<file path="src/design/tlpr_pkg.sv">
// Package for the thin-lens phase rotator: constants, shared types, arctangent table.
// No dependencies.
`default_nettype none
package tlpr_pkg;

   localparam int MAX_GRID      = 1024;
   localparam int CORDIC_STAGES = 16;
   localparam int SAMPLE_BITS   = 16;

   // field and register widths
   localparam int GRID_W  = 11;
   localparam int GAIN_W  = 48;
   localparam int SHIFT_W = 20;
   localparam int CSR_W   = GAIN_W;
   localparam int IDX_W   = 3;

   // register indexes
   localparam logic [IDX_W-1:0] REG_GRID_SIZE  = 3'd0;
   localparam logic [IDX_W-1:0] REG_PHASE_GAIN = 3'd1;
   localparam logic [IDX_W-1:0] REG_X_SHIFT    = 3'd2;
   localparam logic [IDX_W-1:0] REG_Y_SHIFT    = 3'd3;
   localparam logic [IDX_W-1:0] REG_SPHERICAL  = 3'd4;

   // counters and offsets
   localparam int CNT_W   = $clog2(MAX_GRID);
   localparam int OFF_W   = CNT_W + 2 + 8 + 1;        // signed pixel offset, 8 frac bits
   localparam int SUM_W   = 2 * OFF_W;                // u*u + v*v
   localparam int SPLIT   = SUM_W / 2;                // low half of sum for partial products
   localparam int GAIN_LO = 24;                       // low part of phase_gain
   localparam int ACC_W   = 56;                       // product kept modulo 2^56
   localparam int PHASE_W = 32;

   // shared multiplier
   localparam int MUL_W = 32;

   // cordic datapath
   localparam int X_W       = SAMPLE_BITS + 20;
   localparam int Z_W       = PHASE_W + 2;
   localparam int ITER_W    = $clog2(CORDIC_STAGES + 1);
   localparam int TABLE_LEN = 24;
   localparam logic [MUL_W-1:0] INV_GAIN = 32'd652032874;

   localparam int QDEPTH = 4;
   localparam int QPTR_W = $clog2(QDEPTH);

   typedef struct packed {
      logic [GRID_W-1:0]         grid_size;
      logic signed [GAIN_W-1:0]  phase_gain;
      logic signed [SHIFT_W-1:0] x_shift;
      logic signed [SHIFT_W-1:0] y_shift;
      logic                      spherical_mode;
   } cfg_type;

   typedef struct packed {
      logic signed [SAMPLE_BITS-1:0] re;
      logic signed [SAMPLE_BITS-1:0] im;
      logic signed [OFF_W-1:0]       u;
      logic signed [OFF_W-1:0]       v;
      logic                          last;
      logic                          err;
   } item_type;

   typedef enum logic [1:0] {
      ST_IDLE,
      ST_MUL,
      ST_ROT,
      ST_DONE
   } back_state_type;

   // arctangent of 2^-i in turns, 32 fractional bits
   function automatic logic [PHASE_W-1:0] atan_turns(input logic [ITER_W-1:0] idx);
      logic [PHASE_W-1:0] r;
      case (idx)
         5'd0:  r = 32'h20000000;
         5'd1:  r = 32'h12E4051E;
         5'd2:  r = 32'h09FB385B;
         5'd3:  r = 32'h051111D4;
         5'd4:  r = 32'h028B0D43;
         5'd5:  r = 32'h0145D7E1;
         5'd6:  r = 32'h00A2F61E;
         5'd7:  r = 32'h00517C55;
         5'd8:  r = 32'h0028BE53;
         5'd9:  r = 32'h00145F2F;
         5'd10: r = 32'h000A2F98;
         5'd11: r = 32'h000517CC;
         5'd12: r = 32'h00028BE6;
         5'd13: r = 32'h000145F3;
         5'd14: r = 32'h0000A2FA;
         5'd15: r = 32'h0000517D;
         5'd16: r = 32'h000028BE;
         5'd17: r = 32'h0000145F;
         5'd18: r = 32'h00000A30;
         5'd19: r = 32'h00000518;
         5'd20: r = 32'h0000028C;
         5'd21: r = 32'h00000146;
         5'd22: r = 32'h000000A3;
         5'd23: r = 32'h00000051;
         default: r = '0;
      endcase
      return r;
   endfunction

endpackage
`default_nettype wire

</file>
<file path="src/design/tlpr_fifo.sv">
// Short queue between front and back ends.
// Depends on tlpr_pkg.
`default_nettype none
module tlpr_fifo (
   input  wire logic              clock,
   input  wire logic              reset,
   input  wire logic              push,
   input  wire tlpr_pkg::item_type push_item,
   output logic                   full,
   input  wire logic              pop,
   output tlpr_pkg::item_type     head,
   output logic                   empty
);
   import tlpr_pkg::*;

   item_type            mem_ff [QDEPTH];
   logic [QPTR_W-1:0]   wr_ff, wr_in;
   logic [QPTR_W-1:0]   rd_ff, rd_in;
   logic [QPTR_W:0]     cnt_ff, cnt_in;

   assign full  = cnt_ff == (QPTR_W+1)'(QDEPTH);
   assign empty = cnt_ff == '0;
   assign head  = mem_ff[rd_ff];

   // pointer and fill count
   always_comb begin
      wr_in  = (push && !full) ? wr_ff + QPTR_W'(1) : wr_ff;
      rd_in  = (pop && !empty) ? rd_ff + QPTR_W'(1) : rd_ff;
      cnt_in = cnt_ff + (QPTR_W+1)'(push && !full) - (QPTR_W+1)'(pop && !empty);
   end

   always_ff @(posedge clock) begin
      if (reset) begin
         wr_ff  <= '0;
         rd_ff  <= '0;
         cnt_ff <= '0;
      end else begin
         wr_ff  <= wr_in;
         rd_ff  <= rd_in;
         cnt_ff <= cnt_in;
      end
   end

   always_ff @(posedge clock) begin
      if (push && !full)
         mem_ff[wr_ff] <= push_item;
   end

endmodule
`default_nettype wire

</file>
<file path="config.mk">
export PLATFORM = sky130hd
export DESIGN_NAME = tlpr_fifo
export DESIGN_NICKNAME = d
export VERILOG_FILES = /design/src/design/tlpr_pkg.sv /design/src/design/tlpr_fifo.sv
export SDC_FILE = /design/constraint.sdc
export NUM_CORES = 1
export LEC_CHECK = 0
export ABC_AREA = 0
export BUFFER_PORTS_ARGS = -buffer_cell sky130_fd_sc_hd__buf_2
export CAP_MARGIN = 20
export CELL_PAD_IN_SITES_DETAIL_PLACEMENT = 0
export CELL_PAD_IN_SITES_GLOBAL_PLACEMENT = 1
export CORE_MARGIN = 2
export CORE_UTILIZATION = 50
export DETAILED_ROUTE_END_ITERATION = 8
export HOLD_SLACK_MARGIN = 0.15
export PLACE_DENSITY_LB_ADDON = 0.05
export SKIP_CTS_REPAIR_TIMING = 1
export SLEW_MARGIN = 20
export SYNTH_ARGS = -nofsm -noshare
export SYNTH_HDL_FRONTEND = slang
export SYNTH_SLANG_ARGS = --single-unit
</file>
<file path="constraint.sdc">
create_clock -name clock -period 3.7 [get_ports clock]
set_clock_uncertainty 0.15 [all_clocks]
set_input_delay 0.185 -clock clock [delete_from_list [all_inputs] [get_ports clock]]
set_output_delay 0.185 -clock clock [all_outputs]
set_load 0.02 [all_outputs]
</file>
==> impl_metrics.csv <==
group,metric,value,unit
place,io_buffers,157,
yosys,syn_area,0.0115,mm2
die,die_area,0.0242,mm2
die,fp.dieH,156,um
cts,cts_buffers,34,
timing,setup_violations,0,
cts,clkSlewWorstSetupHoldPaths,0.06,ns
critical_path,reg2reg_from,"cnt_ff[1]$_SDFF_PP0_",
pwr,p_per_area,699,mW/mm2
critical_path,cp-start-kind,"register",
pwr,seqPwrFrac,0.434,
critical_path,cp-endpoint,"head[25]",
die,ios,158,
timing,max-slew-margin-rel,0.494,
critical_path,end_kind,"output pin",
timing,worst_slew_pin_slew,0.759,ns
timing,min_period_over_period,0.739,
detailed_routing,wl_per_cell,21.1,um
timing,final.min_clock_period,2.73,ns
cts,clock-sinks,313,
yosys,async_flop_share,0,
pwr,ir_drop,0.471,mV
yosys,synth_area_leaders,"edfxtp_1 80%, mux4_2 15%, dfxtp_1 1.6%",
timing,rsz0062_at_grt,"false",
place,gp_congestion,0.740,
cts,clockBufferDepth,3,
die,start_util,0.508,
timing,maxSlewViolCount,0,
yosys,synth_top_area_frac,0.795,
layout,final_common_cell,"edfxtp_1",
critical_path,rr_endpoint,"cnt_ff[2]$_SDFF_PP0_",
layout,fill_cells,1586,
cts,cts_tree,"built",
die,num_rows,55,
pwr,power_switching,0.00274,W
layout,nNetsFinal,802,
layout,diodes,0,
yosys,ys_types,26,
pwr,switching_share,0.269,
yosys,synthCells,448,
detailed_routing,via_count,5457,
critical_path,critPathMaxFanout,33,
pwr,p_leak,5.02,nW
timing,hold_viol_final,0,
yosys,synth-edff-count,304,
timing,setup_tns,0,ns
global_routing,grt_overflow_total,0,
critical_path,critical_path_class,"reg -> out",
yosys,avgSynthCellArea,25.6,um2
pwr,finalPower,0.0102,W
layout,mostFrequentLayoutCells,"304 x edfxtp_1, 157 x buf_2, 80 x dlygate4sd3_1",
yosys,ys_seq_elements,313,
critical_path,reg2reg_slack,1.18,ns
yosys,synth-main-ff-cell,"edfxtp_1",
cts,worstSkewPairLatency,0.49,ns
worst_hold_path,hp-class,"in -> reg",
global_routing,antenna_found_initial,0,
yosys,synth_top_area_cell,"edfxtp_1",
critical_path,crit_required,3.37,ns
critical_path,crit_arrival,2.40,ns
timing,clock.fmax,0.366,GHz
cts,h-tree-depth,2,
layout,drive_gt1_frac,0.408,
layout,area_growth,27.1,%
detailed_routing,first_pass_iters,4,
layout,final_util,0.646,
cts,cts_root_buf,"clkbuf_16",
global_routing,track_usage,0.180,
global_routing,grt_max_degree,77,
pwr,p_int,0.00745,W
status,status,"finished clean",
die,die_w,156,um
critical_path,reg2reg_depth,10,
detailed_routing,drt_iter0_drc,274,
global_routing,grt_pass1_wl,32.1,mm
detailed_routing,drcViolationCount,0,
detailed_routing,ant_nets,0,
die,core_area,0.0226,mm2
yosys,yosysSeqAreaShare,0.811,
place,dp_hpwl,12.5,mm
pwr,clockPowerShare,0.340,
detailed_routing,via_per_inst,5.32,
pwr,power_frac_comb,0.226,
detailed_routing,drt_wl_total,21.7,mm
run,cap_viol_max_count,0,
yosys,ys_warn_count,0,
yosys,synth_nets,535,
global_routing,grt_pass1_vias,5629,
## cell usage after synthesis (3+ instances only)
cell	instances
buf_2	5
dfxtp_1	9
ha_1	6
edfxtp_1	304
buf_12	5
and2_1	4
buf_1	3
inv_1	8
buf_4	3
nor2_1	4
mux4_2	76
## stage by stage
step / instances / hold slack (ns) / worst slack [ns] / area, um2
6_report: 1026 / 0.279 / 0.967 / 14600
2_1_floorplan: 448 / 0.134 / 0.484 / 11500
3_3_place_gp: 884 / 0.244 / 1.28 / 12600
4_1_cts: 946 / -0.282 / 0.885 / 13800
3_5_place_dp: 884 / 0.251 / 1.17 / 12600
5_1_grt: 1026 / 0.272 / 0.810 / 14600
## logic make-up after synthesis
logic type,count (synthesis),share of synthesized area
flip-flops,313,0.811
buffers and inverters,26,0.0178
AND/OR/NAND/NOR,17,0.00817
AO/OA/AOI/OAI,5,0.00240
XOR/XNOR,3,0.00229
multiplexers,77,0.150
adder cells (fa/ha/maj),7,0.00829
## layout make-up
| class | instances | area (um2) | share of cell area |
|---|---|---|---|
| clock buffers | 41 | 941 | 0.0645 |
| clock inverters | 21 | 228 | 0.0156 |
| inverters | 8 | 30.0 | 0.00206 |
| multi-input cells | 109 | 1970 | 0.135 |
| flip-flops and latches | 313 | 9320 | 0.639 |
| well taps | 285 | 357 | 0.0244 |
| repair buffers | 249 | 1740 | 0.119 |
## power groups by stage
stage	combinational, W	clock (W)	sequential, W
after global placement	0.00227	0	0.00448
final	0.00231	0.00347	0.00442
after CTS	0.00229	0.00354	0.00443
after global routing	0.00248	0.00367	0.00446
after floorplan	0.00171	0	0.00441
after detailed placement	0.00228	0	0.00451
## worst min-delay path by stage
stage	endpoint	slack [ns]	cells after the start	start
floorplan	mem_ff[0][0]$_DFFE_PP_	0.13	0	push_item[0]
global placement	mem_ff[0][15]$_DFFE_PP_	0.24	1	push_item[15]
detailed placement	mem_ff[1][28]$_DFFE_PP_	0.25	1	push_item[28]
CTS	mem_ff[3][28]$_DFFE_PP_	-0.28	1	push_item[28]
global route	mem_ff[2][3]$_DFFE_PP_	0.27	2	push_item[3]
finish	mem_ff[3][28]$_DFFE_PP_	0.28	2	push_item[28]
## worst max-delay path, stage by stage (launching register included)
cell,delay [ns]
dfxtp_4,0.73
buf_12,0.35
mux4_2,0.59
buf_2,0.18
## registers in the layout, indices dropped and copies added, names as in the netlist, named ones only
register  cells
cnt_ff        3
wr_ff         2
mem_ff      304
rd_ff         2
## routing by layer
layer  wire length, um  GRT usage  up-vias
met3              1100     0.0418       34
met1              9270      0.240     2813
met2             10900      0.299      165
li1                  -          -     2445
met4               397     0.0555        0
met5                 0          0        -
Power figures use the tool's default switching activity.
