[src/design/tlpr_pkg.sv]
// Package for the thin-lens phase rotator: constants, shared types, arctangent table.
// No dependencies.
`default_nettype none
package tlpr_pkg;

   localparam int MAX_GRID      = 1024;
   localparam int CORDIC_STAGES = 16;
   localparam int SAMPLE_BITS   = 16;

   // field and register widths
   localparam int GRID_W  = 11;
   localparam int GAIN_W  = 48;
   localparam int SHIFT_W = 20;
   localparam int CSR_W   = GAIN_W;
   localparam int IDX_W   = 3;

   // register indexes
   localparam logic [IDX_W-1:0] REG_GRID_SIZE  = 3'd0;
   localparam logic [IDX_W-1:0] REG_PHASE_GAIN = 3'd1;
   localparam logic [IDX_W-1:0] REG_X_SHIFT    = 3'd2;
   localparam logic [IDX_W-1:0] REG_Y_SHIFT    = 3'd3;
   localparam logic [IDX_W-1:0] REG_SPHERICAL  = 3'd4;

   // counters and offsets
   localparam int CNT_W   = $clog2(MAX_GRID);
   localparam int OFF_W   = CNT_W + 2 + 8 + 1;        // signed pixel offset, 8 frac bits
   localparam int SUM_W   = 2 * OFF_W;                // u*u + v*v
   localparam int SPLIT   = SUM_W / 2;                // low half of sum for partial products
   localparam int GAIN_LO = 24;                       // low part of phase_gain
   localparam int ACC_W   = 56;                       // product kept modulo 2^56
   localparam int PHASE_W = 32;

   // shared multiplier
   localparam int MUL_W = 32;

   // cordic datapath
   localparam int X_W       = SAMPLE_BITS + 20;
   localparam int Z_W       = PHASE_W + 2;
   localparam int ITER_W    = $clog2(CORDIC_STAGES + 1);
   localparam int TABLE_LEN = 24;
   localparam logic [MUL_W-1:0] INV_GAIN = 32'd652032874;

   localparam int QDEPTH = 4;
   localparam int QPTR_W = $clog2(QDEPTH);

   typedef struct packed {
      logic [GRID_W-1:0]         grid_size;
      logic signed [GAIN_W-1:0]  phase_gain;
      logic signed [SHIFT_W-1:0] x_shift;
      logic signed [SHIFT_W-1:0] y_shift;
      logic                      spherical_mode;
   } cfg_type;

   typedef struct packed {
      logic signed [SAMPLE_BITS-1:0] re;
      logic signed [SAMPLE_BITS-1:0] im;
      logic signed [OFF_W-1:0]       u;
      logic signed [OFF_W-1:0]       v;
      logic                          last;
      logic                          err;
   } item_type;

   typedef enum logic [1:0] {
      ST_IDLE,
      ST_MUL,
      ST_ROT,
      ST_DONE
   } back_state_type;

   // arctangent of 2^-i in turns, 32 fractional bits
   function automatic logic [PHASE_W-1:0] atan_turns(input logic [ITER_W-1:0] idx);
      logic [PHASE_W-1:0] r;
      case (idx)
         5'd0:  r = 32'h20000000;
         5'd1:  r = 32'h12E4051E;
         5'd2:  r = 32'h09FB385B;
         5'd3:  r = 32'h051111D4;
         5'd4:  r = 32'h028B0D43;
         5'd5:  r = 32'h0145D7E1;
         5'd6:  r = 32'h00A2F61E;
         5'd7:  r = 32'h00517C55;
         5'd8:  r = 32'h0028BE53;
         5'd9:  r = 32'h00145F2F;
         5'd10: r = 32'h000A2F98;
         5'd11: r = 32'h000517CC;
         5'd12: r = 32'h00028BE6;
         5'd13: r = 32'h000145F3;
         5'd14: r = 32'h0000A2FA;
         5'd15: r = 32'h0000517D;
         5'd16: r = 32'h000028BE;
         5'd17: r = 32'h0000145F;
         5'd18: r = 32'h00000A30;
         5'd19: r = 32'h00000518;
         5'd20: r = 32'h0000028C;
         5'd21: r = 32'h00000146;
         5'd22: r = 32'h000000A3;
         5'd23: r = 32'h00000051;
         default: r = '0;
      endcase
      return r;
   endfunction

endpackage
`default_nettype wire

[src/design/tlpr_front.sv]
// Front end: raster counters and lens-centre offsets for each accepted beat.
// Depends on tlpr_pkg.
`default_nettype none
module tlpr_front (
   input  wire logic                               clock,
   input  wire logic                               reset,
   input  wire logic                               accept,
   input  wire logic signed [tlpr_pkg::SAMPLE_BITS-1:0] re_in,
   input  wire logic signed [tlpr_pkg::SAMPLE_BITS-1:0] im_in,
   input  wire tlpr_pkg::cfg_type                  cfg,
   output tlpr_pkg::item_type                      item
);
   import tlpr_pkg::*;

   logic [CNT_W-1:0]  row_ff, row_in;
   logic [CNT_W-1:0]  col_ff, col_in;
   logic [GRID_W-1:0] n_eff;
   logic [GRID_W-1:0] n_m1;
   logic [GRID_W-1:0] half;
   logic              col_end, row_end;
   logic signed [OFF_W-1:0] row_d, col_d;

   // clamp grid size to the supported range
   always_comb begin
      n_eff = cfg.grid_size;
      if (cfg.grid_size < GRID_W'(2))
         n_eff = GRID_W'(2);
      else if (cfg.grid_size > GRID_W'(MAX_GRID))
         n_eff = GRID_W'(MAX_GRID);
      n_m1 = n_eff - GRID_W'(1);
      half = n_eff >> 1;
   end

   assign col_end = {1'b0, col_ff} >= n_m1;
   assign row_end = {1'b0, row_ff} >= n_m1;

   // offsets from lens centre, 8 fractional bits
   always_comb begin
      row_d = signed'(OFF_W'({1'b0, row_ff})) - signed'(OFF_W'(half));
      col_d = signed'(OFF_W'({1'b0, col_ff})) - signed'(OFF_W'(half));
      item.re   = re_in;
      item.im   = im_in;
      item.u    = (row_d <<< 8) - OFF_W'(cfg.x_shift);
      item.v    = (col_d <<< 8) - OFF_W'(cfg.y_shift);
      item.last = col_end && row_end;
      item.err  = cfg.spherical_mode;
   end

   // raster advance
   always_comb begin
      row_in = row_ff;
      col_in = col_ff;
      if (accept) begin
         if (col_end) begin
            col_in = '0;
            row_in = row_end ? '0 : row_ff + CNT_W'(1);
         end else begin
            col_in = col_ff + CNT_W'(1);
         end
      end
   end

   always_ff @(posedge clock) begin
      if (reset) begin
         row_ff <= '0;
         col_ff <= '0;
      end else begin
         row_ff <= row_in;
         col_ff <= col_in;
      end
   end

endmodule
`default_nettype wire

[config.mk]
export PLATFORM = sky130hd
export DESIGN_NAME = tlpr_front
export DESIGN_NICKNAME = d
export VERILOG_FILES = /design/src/design/tlpr_pkg.sv /design/src/design/tlpr_front.sv
export SDC_FILE = /design/constraint.sdc
export NUM_CORES = 1
export LEC_CHECK = 0
export BUFFER_PORTS_ARGS = -buffer_cell sky130_fd_sc_hd__buf_4
export CORE_MARGIN = 5
export CORE_UTILIZATION = 47
export DETAILED_ROUTE_END_ITERATION = 16
export PLACE_DENSITY_LB_ADDON = 0.05
export REMOVE_ABC_BUFFERS = 1
export SLEW_MARGIN = 20
export SYNTH_ARGS = -nofsm -noshare
export SYNTH_HDL_FRONTEND = slang
export SYNTH_SLANG_ARGS = --single-unit
[constraint.sdc]
create_clock -name clock -period 6.71 [get_ports clock]
set_clock_uncertainty 0.05 [all_clocks]
set_input_delay 1.0065 -clock clock [delete_from_list [all_inputs] [get_ports clock]]
set_output_delay 1.0065 -clock clock [all_outputs]
set_load 0.02 [all_outputs]
==> metrics.csv <==
stage,metric,value,unit
critical_path,timing.rr.start,col_ff[0],
critical_path,path_class,in2out,
place,gp_congestion,0.900,
cells_and_area,layout-drive-gt1-share,19.5,%
critical_path,path_max_fanout,5,
clock_network,cts_root_buffer,clkbuf_8,
place,placed_area,0.00457,mm^2
logic_synthesis,netlist_area,0.00397,mm^2
clock_network,cts_sinks,20,
cells_and_area,fillers,814,
logic_synthesis,async_flop_share,0,%
cells_and_area,final_nets,803,
critical_path,reg2reg_to,row_ff[9],
clock_network,postCtsHoldBufs,0,
logic_synthesis,yosysTopAreaCellShare,21.8,%
timing,hold_viol_final,0,
place,hpwl,10100,um
timing,fmaxAchievable,156,MHz
route,drt_first_pass_iters,4,
timing,worstMarginPinSlew,0.646,ns
clock_network,tritoncts,yes,
grt,track_usage,22.2,%
critical_path,crit_path_start_kind,input port,
route,first_iter_violations,132,
clock_network,clkTransAtPathRegs,0.07,ns
power,vdd.ir_drop.worst,110,uV
grt,grt_pass1_vias,3793,
clock_network,cts_buffers,3,
critical_path,rrSetupSlack,4.19,ns
cells_and_area,fin_area,0.00464,mm^2
cells_and_area,instances_no_fill,700,
timing,fin_crit_sh,95.3,%
floorplanning,rows,33,
route,antenna_left,0,
floorplanning,initial_core_util,48.3,%
clock_network,htreeDepth,1,
route,viasPerCell,5.55,
logic_synthesis,yosysMostFrequentCell,ha_1,
grt,grt_pass1_wl,18200,um
logic_synthesis,syn_inst,531,
power,p_leak,2.24,nW
logic_synthesis,synth-edff-count,0,
clock_network,clock_path_buffers,2,
critical_path,cp.arrival,5.34,ns
logic_synthesis,synth_top_cell_by_area,ha_1,
critical_path,cp-end-kind,output pin,
critical_path,ff2ff_path_depth,9,
cells_and_area,diodes,0,
logic_synthesis,synthFlopType,dfxtp_1,
logic_synthesis,synth-seq-cells,20,
timing,final_max_slew_viol_count,0,
clock_network,postCtsSetupBuffers,0,
flow_run,maxCapViolations,0,
route,wl,11700,um
floorplanning,dieArea,0.0104,mm^2
route,drc,0,
critical_path,worstPathRequired,5.65,ns
run_status,status,finished clean,
timing,finalSetupViolCount,0,
floorplanning,num_io_pins,211,
hold_path,worstHoldEndpoint,row_ff[0],
cells_and_area,final_util,56.5,%
logic_synthesis,synth.top_cells.by_count,"69 x ha_1, 47 x inv_1, 41 x nor2_1, 41 x xnor2_1, 39 x a21oi_1",
logic_synthesis,yosys_warnings,0,
floorplanning,die_w,102,um
place,portBuffers,96,
floorplanning,core_area,0.00822,mm^2
place,dp.cells,697,
timing,relSlewSlack,56.4,%
grt,grt_overflow,0,
route,wl_per_cell,16.7,um
clock_network,clock_latency,0.25,ns
logic_synthesis,synthTopCellsByArea,"ha_1 22%, dfxtp_1 10%, xnor2_1 9.0%",
timing,fin_crit,6.40,ns
logic_synthesis,ys_types,54,
hold_path,min_path_cells,2,
logic_synthesis,avgSynthCellArea,7.47,um^2
floorplanning,dieHeight,102,um
cells_and_area,area_growth,17.0,%
grt,antenna_found_initial,0,
route,via_count,3887,
hold_path,hp-class,reg2reg,
logic_synthesis,ys_seq_area_share,10.1,%
clock_network,cts_resized,0,
power,powerDensity,144,mW/mm^2
grt,grt_max_degree,15,
hold_path,min_from,row_ff[0],
[worst max path at each step]
stage	slack [ns]	end	start
after floorplan	0.61	item[21]	cfg[95]
after global placement	0.16	item[21]	cfg[95]
after detailed placement	0.09	item[21]	cfg[95]
after CTS	0.07	item[21]	cfg[95]
after global routing	-0.007	item[21]	cfg[95]
final	0.31	item[42]	cfg[95]
[worst max-delay path, stage by stage]
cell and delay, ns:
buf_4 0.12, or4_1 0.61, nor3_1 0.21, nor2_1 0.06, nor2_1 0.15, buf_4 0.15
ha_1 0.13, inv_1 0.06, fa_1 0.40, a21o_1 0.18, a21oi_1 0.22, o21bai_1 0.12
a2111oi_1 0.44, nor2_1 0.14, a21o_1 0.19, a21oi_1 0.23, ha_1 0.31, a21oi_1 0.21
o21ai_1 0.11, xor2_1 0.15, buf_4 0.16
[power by group]
| part | switching [W] | internal (W) | total [W] |
|---|---|---|---|
| clock | 0.0000378 | 0.0000399 | 0.0000777 |
| combinational | 0.000255 | 0.000214 | 0.000468 |
| sequential | 0.00000295 | 0.000120 | 0.000123 |
| total | 0.000295 | 0.000374 | 0.000669 |
[layer usage]
metal  track usage (%)  vias to the layer above  wire (um)
met2              35.8                      137       5160
met5              5.77                        -         81
met4              14.0                        2        648
met1              24.3                     1719       4560
li1                  -                     1988          -
met3              8.05                       41       1240
[cells by family (layout without fill, tap and decap cells)]
family | after synthesis | in the layout | share of synthesized area (%)
muxes | 1 | 1 | 0.284
adders and majority gates | 71 | 71 | 22.8
xor gates and xnor gates | 63 | 63 | 13.9
and+or+nand+nor | 169 | 169 | 22.0
AOI/OAI and AO/OA | 122 | 122 | 19.6
DFF | 20 | 20 | 10.1
buffers and inverters | 85 | 149 | 11.4
[cells in the final DEF (no fill, tap or decap), drive strengths merged, types with 3 or more instances in the layout]
master,n
o41ai,4
nand4,5
and3,10
o31ai,6
dfxtp,20
xnor2,41
o21ai,27
buf,99
nand3,16
a21o,9
nor2,41
a21oi,39
clkbuf,3
xor2,22
o21bai,6
ha,69
or4,3
or3,4
nor3,21
o21a,10
nand2,33
a311oi,5
and2,5
nor4,3
nor2b,7
inv,47
nand2b,12
[stage by stage]
step / power (W) / TNS [ns] / hold slack, ns / worst slack [ns]
after floorplan: 0.000426 / 0 / 0.434 / 0.612
after global placement: 0.000583 / 0 / 0.485 / 0.156
after detailed placement: 0.000590 / 0 / 0.491 / 0.0875
after CTS: 0.000670 / 0 / 0.504 / 0.0675
after global routing: 0.000723 / -0.00682 / 0.537 / -0.00682
final: 0.000669 / 0 / 0.504 / 0.314
[registers in the layout, summed over array words and instances, names as in the netlist]
register and cells:
col_ff 10, row_ff 10
[layout make-up]
cell class | instances | area [um^2] | share of cell area [%]
Multi-Input combinational cell | 426 | 3150 | 67.8
Timing Repair Buffer | 99 | 743 | 16.0
Sequential cell | 20 | 400 | 8.63
Inverter | 47 | 176 | 3.80
Tap cell | 105 | 131 | 2.83
Clock buffer | 3 | 41.3 | 0.889
Power figures use the tool's default switching activity.
